==> config.mk <==
export PLATFORM = sky130hd
export DESIGN_NAME = integer_set_table_unit
export DESIGN_NICKNAME = d
export VERILOG_FILES = /design/src/rtl/core/ist_pkg.sv /design/src/rtl/core/ist_ram.sv /design/src/rtl/core/ist_ctrl.sv /design/src/rtl/core/ist_dp.sv /design/src/rtl/core/integer_set_table_unit.sv
export SDC_FILE = /design/constraint.sdc
export NUM_CORES = 2
export LEC_CHECK = 0
export BUFFER_PORTS_ARGS = -buffer_cell sky130_fd_sc_hd__clkbuf_2
export CAP_MARGIN = 20
export CORE_AREA = 8 8 863 438
export CTS_CLUSTER_SIZE = 16
export DETAILED_ROUTE_END_ITERATION = 8
export DIE_AREA = 0 0 871 446
export GPL_TIMING_DRIVEN = 0
export PLACE_DENSITY = 0.39
export SYNTH_ARGS = -nofsm -noshare
export SYNTH_HDL_FRONTEND = slang
export SYNTH_SLANG_ARGS = --single-unit
==> constraint.sdc <==
create_clock -name i_clk -period 6.7 [get_ports i_clk]
set_clock_uncertainty 0.05 [all_clocks]
set_input_delay 0.335 -clock i_clk [delete_from_list [all_inputs] [get_ports i_clk]]
set_output_delay 0.335 -clock i_clk [all_outputs]
set_load 0.01 [all_outputs]
==> src/rtl/core/ist_pkg.sv <==
// Shared types and constants of the integer set table.
// Used by ist_ctrl, ist_dp and integer_set_table_unit; depends on nothing.
package ist_pkg;

    // set size and derived widths
    localparam int CAPACITY = 64;
    localparam int ADDR_W   = $clog2(CAPACITY);
    localparam int CNT_W    = $clog2(CAPACITY + 1);
    localparam int DATA_W   = 32;
    localparam int OP_W     = 2;
    localparam int ST_W     = 2;
    localparam int COUNT_W  = 7;

    // request codes (code 3 behaves as a lookup)
    localparam logic [OP_W-1:0] OP_INSERT = 2'd0;
    localparam logic [OP_W-1:0] OP_DELETE = 2'd1;
    localparam logic [OP_W-1:0] OP_LOOKUP = 2'd2;

    // result status codes
    localparam logic [ST_W-1:0] ST_OK    = 2'd0;
    localparam logic [ST_W-1:0] ST_FULL  = 2'd1;
    localparam logic [ST_W-1:0] ST_EMPTY = 2'd2;

    // controller to datapath
    typedef struct packed {
        logic load;    // capture a new request, restart the scan
        logic scan;    // walk the stored entries
        logic commit;  // write back, update count, load result register
    } t_dp_cmd;

    // datapath to controller
    typedef struct packed {
        logic scan_done;  // every stored entry has been examined
        logic out_free;   // result register can take a new result
    } t_dp_sts;

endpackage

==> src/rtl/core/ist_ram.sv <==
// Generic single-write, single-read RAM with registered read data.
// Standalone; no package dependency.
module ist_ram #(
    parameter int WIDTH = 32,
    parameter int DEPTH = 64
) (
    input  logic                     i_clk,
    input  logic                     i_wr_en,
    input  logic [$clog2(DEPTH)-1:0] i_wr_addr,
    input  logic [WIDTH-1:0]         i_wr_data,
    input  logic                     i_rd_en,
    input  logic [$clog2(DEPTH)-1:0] i_rd_addr,
    output logic [WIDTH-1:0]         o_rd_data
);

    logic [WIDTH-1:0] r_mem [DEPTH];
    logic [WIDTH-1:0] r_rd_data;

    always_ff @(posedge i_clk) begin
        if (i_wr_en) begin
            r_mem[i_wr_addr] <= i_wr_data;
        end
        if (i_rd_en) begin
            r_rd_data <= r_mem[i_rd_addr];
        end
    end

    assign o_rd_data = r_rd_data;

endmodule

==> src/rtl/core/ist_ctrl.sv <==
// Sequencer of the integer set table: accept, scan, commit.
// Depends on ist_pkg for the command and status structs.
module ist_ctrl (
    input  logic             i_clk,
    input  logic             i_rst_n,
    input  logic             i_valid,
    output logic             o_ready,
    input  ist_pkg::t_dp_sts i_sts,
    output ist_pkg::t_dp_cmd o_cmd
);

    typedef enum logic [1:0] {
        S_IDLE,
        S_SCAN,
        S_COMMIT
    } t_state;

    t_state r_state;
    t_state n_state;

    // next state and commands
    always_comb begin
        n_state      = r_state;
        o_cmd        = '0;
        o_ready      = 1'b0;
        case (r_state)
            S_IDLE: begin
                o_ready = 1'b1;
                if (i_valid) begin
                    o_cmd.load = 1'b1;
                    n_state    = S_SCAN;
                end
            end
            S_SCAN: begin
                o_cmd.scan = 1'b1;
                if (i_sts.scan_done) begin
                    n_state = S_COMMIT;
                end
            end
            S_COMMIT: begin
                // hold until the result register is free
                if (i_sts.out_free) begin
                    o_cmd.commit = 1'b1;
                    n_state      = S_IDLE;
                end
            end
            default: begin
                n_state = S_IDLE;
            end
        endcase
    end

    always_ff @(posedge i_clk) begin
        if (!i_rst_n) begin
            r_state <= S_IDLE;
        end else begin
            r_state <= n_state;
        end
    end

endmodule

==> src/rtl/core/ist_dp.sv <==
// Datapath of the integer set table: entry memory, scan, min/max, result register.
// Depends on ist_pkg and ist_ram.
module ist_dp (
    input  logic                         i_clk,
    input  logic                         i_rst_n,
    input  ist_pkg::t_dp_cmd             i_cmd,
    output ist_pkg::t_dp_sts             o_sts,
    input  logic [ist_pkg::OP_W-1:0]     i_operation,
    input  logic signed [ist_pkg::DATA_W-1:0] i_value,
    output logic                         o_valid,
    input  logic                         i_ready,
    output logic                         o_was_present,
    output logic [ist_pkg::ST_W-1:0]     o_status,
    output logic [ist_pkg::COUNT_W-1:0]  o_count,
    output logic signed [ist_pkg::DATA_W-1:0] o_smallest,
    output logic signed [ist_pkg::DATA_W-1:0] o_largest
);

    localparam int AW = ist_pkg::ADDR_W;
    localparam int CW = ist_pkg::CNT_W;
    localparam int DW = ist_pkg::DATA_W;

    // control state
    logic [CW-1:0] r_cnt;
    logic [CW-1:0] n_cnt;
    logic          r_rd_vld;
    logic          r_out_vld;

    // request and scan payload
    logic [ist_pkg::OP_W-1:0] r_op;
    logic signed [DW-1:0]     r_val;
    logic [CW-1:0]            r_issue;
    logic [CW-1:0]            r_rd_idx;
    logic                     r_present;
    logic [AW-1:0]            r_slot;
    logic signed [DW-1:0]     r_last;
    logic                     r_any;
    logic signed [DW-1:0]     r_min;
    logic signed [DW-1:0]     r_max;

    // result register payload
    logic                     r_res_present;
    logic [ist_pkg::ST_W-1:0] r_res_status;
    logic [CW-1:0]            r_res_count;
    logic signed [DW-1:0]     r_res_min;
    logic signed [DW-1:0]     r_res_max;

    // memory port signals
    logic                 rd_en;
    logic signed [DW-1:0] rd_data;
    logic                 wr_en;
    logic [AW-1:0]        wr_addr;
    logic signed [DW-1:0] wr_data;

    // request outcome
    logic                     room;
    logic                     inserted;
    logic                     deleted;
    logic                     holds_val;
    logic [ist_pkg::ST_W-1:0] status;
    logic signed [DW-1:0]     fin_min;
    logic signed [DW-1:0]     fin_max;

    ist_ram #(
        .WIDTH(DW),
        .DEPTH(ist_pkg::CAPACITY)
    ) u_mem (
        .i_clk    (i_clk),
        .i_wr_en  (wr_en),
        .i_wr_addr(wr_addr),
        .i_wr_data(wr_data),
        .i_rd_en  (rd_en),
        .i_rd_addr(r_issue[AW-1:0]),
        .o_rd_data(rd_data)
    );

    // scan issues one read per cycle while entries remain
    assign rd_en = i_cmd.scan && (r_issue < r_cnt);

    assign o_sts.scan_done = (r_issue >= r_cnt) && !r_rd_vld;
    assign o_sts.out_free  = !r_out_vld || i_ready;

    // outcome of the request, valid once the scan is done
    assign room      = r_cnt < CW'(ist_pkg::CAPACITY);
    assign inserted  = (r_op == ist_pkg::OP_INSERT) && !r_present && room;
    assign deleted   = (r_op == ist_pkg::OP_DELETE) && r_present;
    assign holds_val = inserted || (r_present && (r_op != ist_pkg::OP_DELETE));

    always_comb begin
        status = ist_pkg::ST_OK;
        if ((r_op == ist_pkg::OP_INSERT) && !r_present && !room) begin
            status = ist_pkg::ST_FULL;
        end else if ((r_op == ist_pkg::OP_DELETE) && (r_cnt == '0)) begin
            status = ist_pkg::ST_EMPTY;
        end
    end

    // new count
    always_comb begin
        n_cnt = r_cnt;
        if (inserted) begin
            n_cnt = CW'(r_cnt + 1'b1);
        end else if (deleted) begin
            n_cnt = CW'(r_cnt - 1'b1);
        end
    end

    // min/max of the set afterwards: entries other than the value, plus the
    // value itself when the set holds it
    always_comb begin
        fin_min = '0;
        fin_max = '0;
        if (r_any && holds_val) begin
            fin_min = (r_val < r_min) ? r_val : r_min;
            fin_max = (r_val > r_max) ? r_val : r_max;
        end else if (r_any) begin
            fin_min = r_min;
            fin_max = r_max;
        end else if (holds_val) begin
            fin_min = r_val;
            fin_max = r_val;
        end
    end

    // write back: append on insert, move last entry into the hole on delete
    assign wr_en   = i_cmd.commit && (inserted || deleted);
    assign wr_addr = inserted ? r_cnt[AW-1:0] : r_slot;
    assign wr_data = inserted ? r_val : r_last;

    // control registers
    always_ff @(posedge i_clk) begin
        if (!i_rst_n) begin
            r_cnt     <= '0;
            r_rd_vld  <= 1'b0;
            r_out_vld <= 1'b0;
        end else begin
            r_rd_vld <= rd_en;
            if (i_cmd.commit) begin
                r_cnt     <= n_cnt;
                r_out_vld <= 1'b1;
            end else if (i_ready) begin
                r_out_vld <= 1'b0;
            end
        end
    end

    // request capture and scan accumulation
    always_ff @(posedge i_clk) begin
        if (i_cmd.load) begin
            r_op      <= i_operation;
            r_val     <= i_value;
            r_issue   <= '0;
            r_present <= 1'b0;
            r_any     <= 1'b0;
        end else begin
            if (rd_en) begin
                r_issue <= CW'(r_issue + 1'b1);
            end
            if (r_rd_vld) begin
                if (rd_data == r_val) begin
                    r_present <= 1'b1;
                    r_slot    <= r_rd_idx[AW-1:0];
                end else begin
                    if (!r_any || (rd_data < r_min)) begin
                        r_min <= rd_data;
                    end
                    if (!r_any || (rd_data > r_max)) begin
                        r_max <= rd_data;
                    end
                    r_any <= 1'b1;
                end
                if (CW'(r_rd_idx + 1'b1) == r_cnt) begin
                    r_last <= rd_data;
                end
            end
        end
        r_rd_idx <= r_issue;
    end

    // result register
    always_ff @(posedge i_clk) begin
        if (i_cmd.commit) begin
            r_res_present <= r_present;
            r_res_status  <= status;
            r_res_count   <= n_cnt;
            r_res_min     <= fin_min;
            r_res_max     <= fin_max;
        end
    end

    assign o_valid       = r_out_vld;
    assign o_was_present = r_res_present;
    assign o_status      = r_res_status;
    assign o_count       = ist_pkg::COUNT_W'(r_res_count);
    assign o_smallest    = r_res_min;
    assign o_largest     = r_res_max;

endmodule

==> src/rtl/core/integer_set_table_unit.sv <==
// Top level of the integer set table: controller plus datapath.
// Depends on ist_pkg, ist_ctrl, ist_dp (and ist_ram through ist_dp).
//
// Keeps an unordered set of up to 64 distinct signed 32-bit values. Each
// transaction inserts, deletes or looks up one value and returns one result:
// whether the value was present before, a status (ok, insert refused because
// full, delete on empty set), the count afterwards, and the minimum and
// maximum afterwards (both 0 for an empty set). The entry memory has a single
// read port and the scan reads one stored entry per cycle for the membership
// check and the min/max; after the scan the last read drains, the controller
// moves to write back, and the write back loads the result. The input is
// ready again the cycle after that; a result still waiting for the receiver
// holds the next write back. A new request is taken while a finished result
// still waits in the output register. No clearing pass is needed after reset.
module integer_set_table_unit (
    input  logic                              i_clk,
    input  logic                              i_rst_n,
    input  logic                              i_valid,
    output logic                              o_ready,
    input  logic [ist_pkg::OP_W-1:0]          i_operation,
    input  logic signed [ist_pkg::DATA_W-1:0] i_value,
    output logic                              o_valid,
    input  logic                              i_ready,
    output logic                              o_was_present,
    output logic [ist_pkg::ST_W-1:0]          o_status,
    output logic [ist_pkg::COUNT_W-1:0]       o_count,
    output logic signed [ist_pkg::DATA_W-1:0] o_smallest,
    output logic signed [ist_pkg::DATA_W-1:0] o_largest
);

    ist_pkg::t_dp_cmd cmd;
    ist_pkg::t_dp_sts sts;

    ist_ctrl u_ctrl (
        .i_clk  (i_clk),
        .i_rst_n(i_rst_n),
        .i_valid(i_valid),
        .o_ready(o_ready),
        .i_sts  (sts),
        .o_cmd  (cmd)
    );

    ist_dp u_dp (
        .i_clk        (i_clk),
        .i_rst_n      (i_rst_n),
        .i_cmd        (cmd),
        .o_sts        (sts),
        .i_operation  (i_operation),
        .i_value      (i_value),
        .o_valid      (o_valid),
        .i_ready      (i_ready),
        .o_was_present(o_was_present),
        .o_status     (o_status),
        .o_count      (o_count),
        .o_smallest   (o_smallest),
        .o_largest    (o_largest)
    );

endmodule
==> impl_results.md <==
- Status: completed
- Sw Ratio: 21.4%
- Most frequent cells in the layout: 2290 x edfxtp_1, 672 x mux4_2, 210 x clkbuf_16, 138 x ha_1, 135 x clkbuf_1
- Post-place setup slack: 1.43 ns
- Clock buffer count from CTS: 208
- DRC viols: 0
- Finished Layout Cells: 9592
- Commonest non-fill, non-tap cell in the layout: edfxtp_1
- Initial Utilization: 24.8%
- Leak: 32.7 nW
- Die Height: 446 um
- Slew Viols, Final: 0
- Yosys reg bits: 2317
- Via count: 45800
- Worst IR Drop VDD: 0.217 mV
- CP Buf/Inv Count: 3
- Post-synth net total: 4204
- Setup Fix Bufs, Post-CTS: 0
- Antenna viol nets, final: 0
- CP delay by family, top: buffers and inverters
- Switching power of the nets: 6.23 mW
- Final Util: 29.5%
- Cell count after synthesis: 4028
- IO buf count: 113
- FP Rows: 158
- First-pass GRT wire length: 407 mm
- Syn Std Cell Area: 91000 um^2
- Final nets: 4727
- H-tree Lvls: 4
- Share of cells above drive strength 1: 29.7%
- Internal Power: 22.9 mW
- Maximum clock path buffer count: 4
- FF-to-FF setup slack: 1.49 ns
- I/O pin count: 114
- Clock Sinks: 2317
- Worst-path fanout max: 10
- Pwr dens: 269 nW/um^2
- Setup_tns: 0 ns
- CTS tree: built
- Hold path depth: 2
- Synth cell types: 56
- CP Class: reg2reg
- Die area: 388000 um^2
- Worst Tran Pin Value: 1.22 ns
- F_max: 192 MHz
- Post-synth EDFFs: 2290
- Power Total: 29.1 mW
- Critical Path Sink Type: register
- Core area: 367000 um^2
- Vias in the first global route: 44500
- Post-layout min period: 5.21 ns
- Avg Vias per Cell: 4.78
- Share of power burned in registers: 55.3%
- CP Cell Sequence: clkbuf_1 > clkbuf_1 > clkbuf_1 > mux4_2 > mux4_2 > mux4_2
- Post-synth ARST share: 0%
- Clock power share: 41.6%
- Worst-path clk slew: 0.07 ns
- Yosys warning count: 0
- MaxCap Viol Count: 0
- Synth area leader: edfxtp_1
- Critical path required time: 7.18 ns
- Placed instance count: 9175
- Hold Crit Start: i_value[28]
- Total GRT Usage: 15.1%
- Seq/Total Area, Yosys: 76.2%
- RSZ-0062 raised after global routing: false
- # setup viols final: 0
- Initial antenna violation count: 25
- Gate power share: 3.1%
- CP arrival: 5.69 ns
- R2R cell count: 6
- Clk root buf: clkbuf_16
- Die Wd: 871 um
- Critical Path Start Type: register
- Largest net degree at the start of global routing: 65
- Routability Congestion: 0.830
- Worst reg2reg path endpoint: u_dp.u_mem.o_rd_data[15]
- Initial DRC count: 6267
- DR pass1 iterations: 7
- Total gr overflow: 0
- Slowest cell on crit path: clkbuf_1
- Final hold vios: 0
- Clock latency on the worst-skew pair: 0.88 ns
- Wire per inst: 31.5 um
- Max_slew headroom: 18.5%
- Synth area leaders: edfxtp_1 76%, mux4_2 17%, ha_1 1.9%, nand2_1 0.62%, a22o_1 0.62%
- Worst r2r src: u_dp.r_issue[1]
- Synth top area share: 75.6%
- Synth Flop Type: edfxtp_1
- Worst Slack Setup Final: 1.49 ns
- HP Class: in2reg
- Synthesized area per cell: 22.6 um^2
- Area Growth Syn to Fin: 18.9%
- Post-Route WL: 302 mm
- Crit share post-route: 77.7%
- Critical Path Max Stage Delay: 0.88 ns
- HPWL Detailed: 220 mm
- Min-Delay Endpoint: u_dp.r_val[28]
-- timing repair --
action	in CTS	in global routing
resized for setup	0	0
hold buffers	37	0
hold endpoints to repair	48	0
-- flip-flops by register name (all words and copies together) (netlist names), 32 cells and up --
signal                cells
u_dp.u_mem.r_mem       2048
u_dp.o_largest           32
u_dp.o_smallest          32
u_dp.r_last              32
u_dp.r_max               32
u_dp.r_min               32
u_dp.r_val               32
u_dp.u_mem.o_rd_data     32
-- area by class of cell --
type	instances	area [um^2]
fillers	35600	259000
flip-flops and latches	2317	69300
multi-input cells	1445	21200
well taps	4880	6110
clock buffers	257	5440
repair buffers	313	3940
clock inverters	110	1050
plain buffers	186	845
inverters	80	303
diodes	4	10.0
-- Yosys cell counts (8+ instances only) --
cell type,instances
inv_1,80
buf_2,37
nand3_1,25
nor2_1,90
buf_1,31
dfxtp_1,27
nand2b_1,11
and2_1,9
mux4_2,672
ha_1,138
xnor2_1,46
xor2_1,9
nor4_1,11
a21oi_1,44
a21o_1,17
a22o_1,64
nor2b_1,8
nand2_1,150
buf_4,9
edfxtp_1,2290
clkbuf_1,104
o21ai_0,25
nand4_1,37
-- routing by layer --
metal	track usage (%)	vias up	share of wire (%)
li1	-	18100	-
met1	27.7	25700	57
met2	16.7	1751	34
met3	3.62	263	8.5
met4	1.80	0	1.1
met5	0	-	0
-- per-stage QoR --
stage / area (um^2) / hold slack, ns
2_1_floorplan: 91000 / 0.304
3_3_place_gp: 97700 / 0.322
3_5_place_dp: 101000 / 0.321
4_1_cts: 108000 / 0.0500
5_1_grt: 108000 / 0.0863
6_report: 108000 / 0.130
-- how the worst max path moves through the flow --
stage | start | end | slack [ns] | cells after the start
after global placement | u_dp.r_present | u_dp.u_mem.r_mem[12][0] | -2.29 | 4
after detailed placement | u_dp.r_issue[1] | u_dp.u_mem.o_rd_data[14] | 1.43 | 6
after floorplan | u_dp.r_rd_idx[0] | u_dp.r_last[0] | 1.72 | 4
after global routing | u_dp.r_issue[1] | u_dp.u_mem.o_rd_data[15] | 1.41 | 6
final | u_dp.r_issue[1] | u_dp.u_mem.o_rd_data[15] | 1.49 | 6
after CTS | u_dp.r_issue[1] | u_dp.u_mem.o_rd_data[14] | 1.42 | 6
-- cell families (layout without fill, tap and decap cells) --
kind of cell | Yosys count | after routing | share of synthesized area (%)
XOR/XNOR | 55 | 55 | 0.529
AND/OR/NAND/NOR | 369 | 369 | 1.87
multiplexers | 674 | 674 | 16.7
AO/OA/AOI/OAI | 209 | 209 | 1.65
buffers and inverters | 266 | 946 | 1.23
adder cells (fa/ha/maj) | 138 | 138 | 1.90
flip-flops | 2317 | 2317 | 76.2
other | 0 | 4 | 0
-- power groups by stage --
stage	Clock (mW)	Combinational, mW	Sequential [mW]
3_5_place_dp	0	0.893	16.4
5_1_grt	12.9	0.980	16.1
6_report	12.1	0.912	16.1
3_3_place_gp	0	0.783	16.5
4_1_cts	12.4	0.911	16.1
2_1_floorplan	0	0.414	16.4
Power figures use the tool's default switching activity.
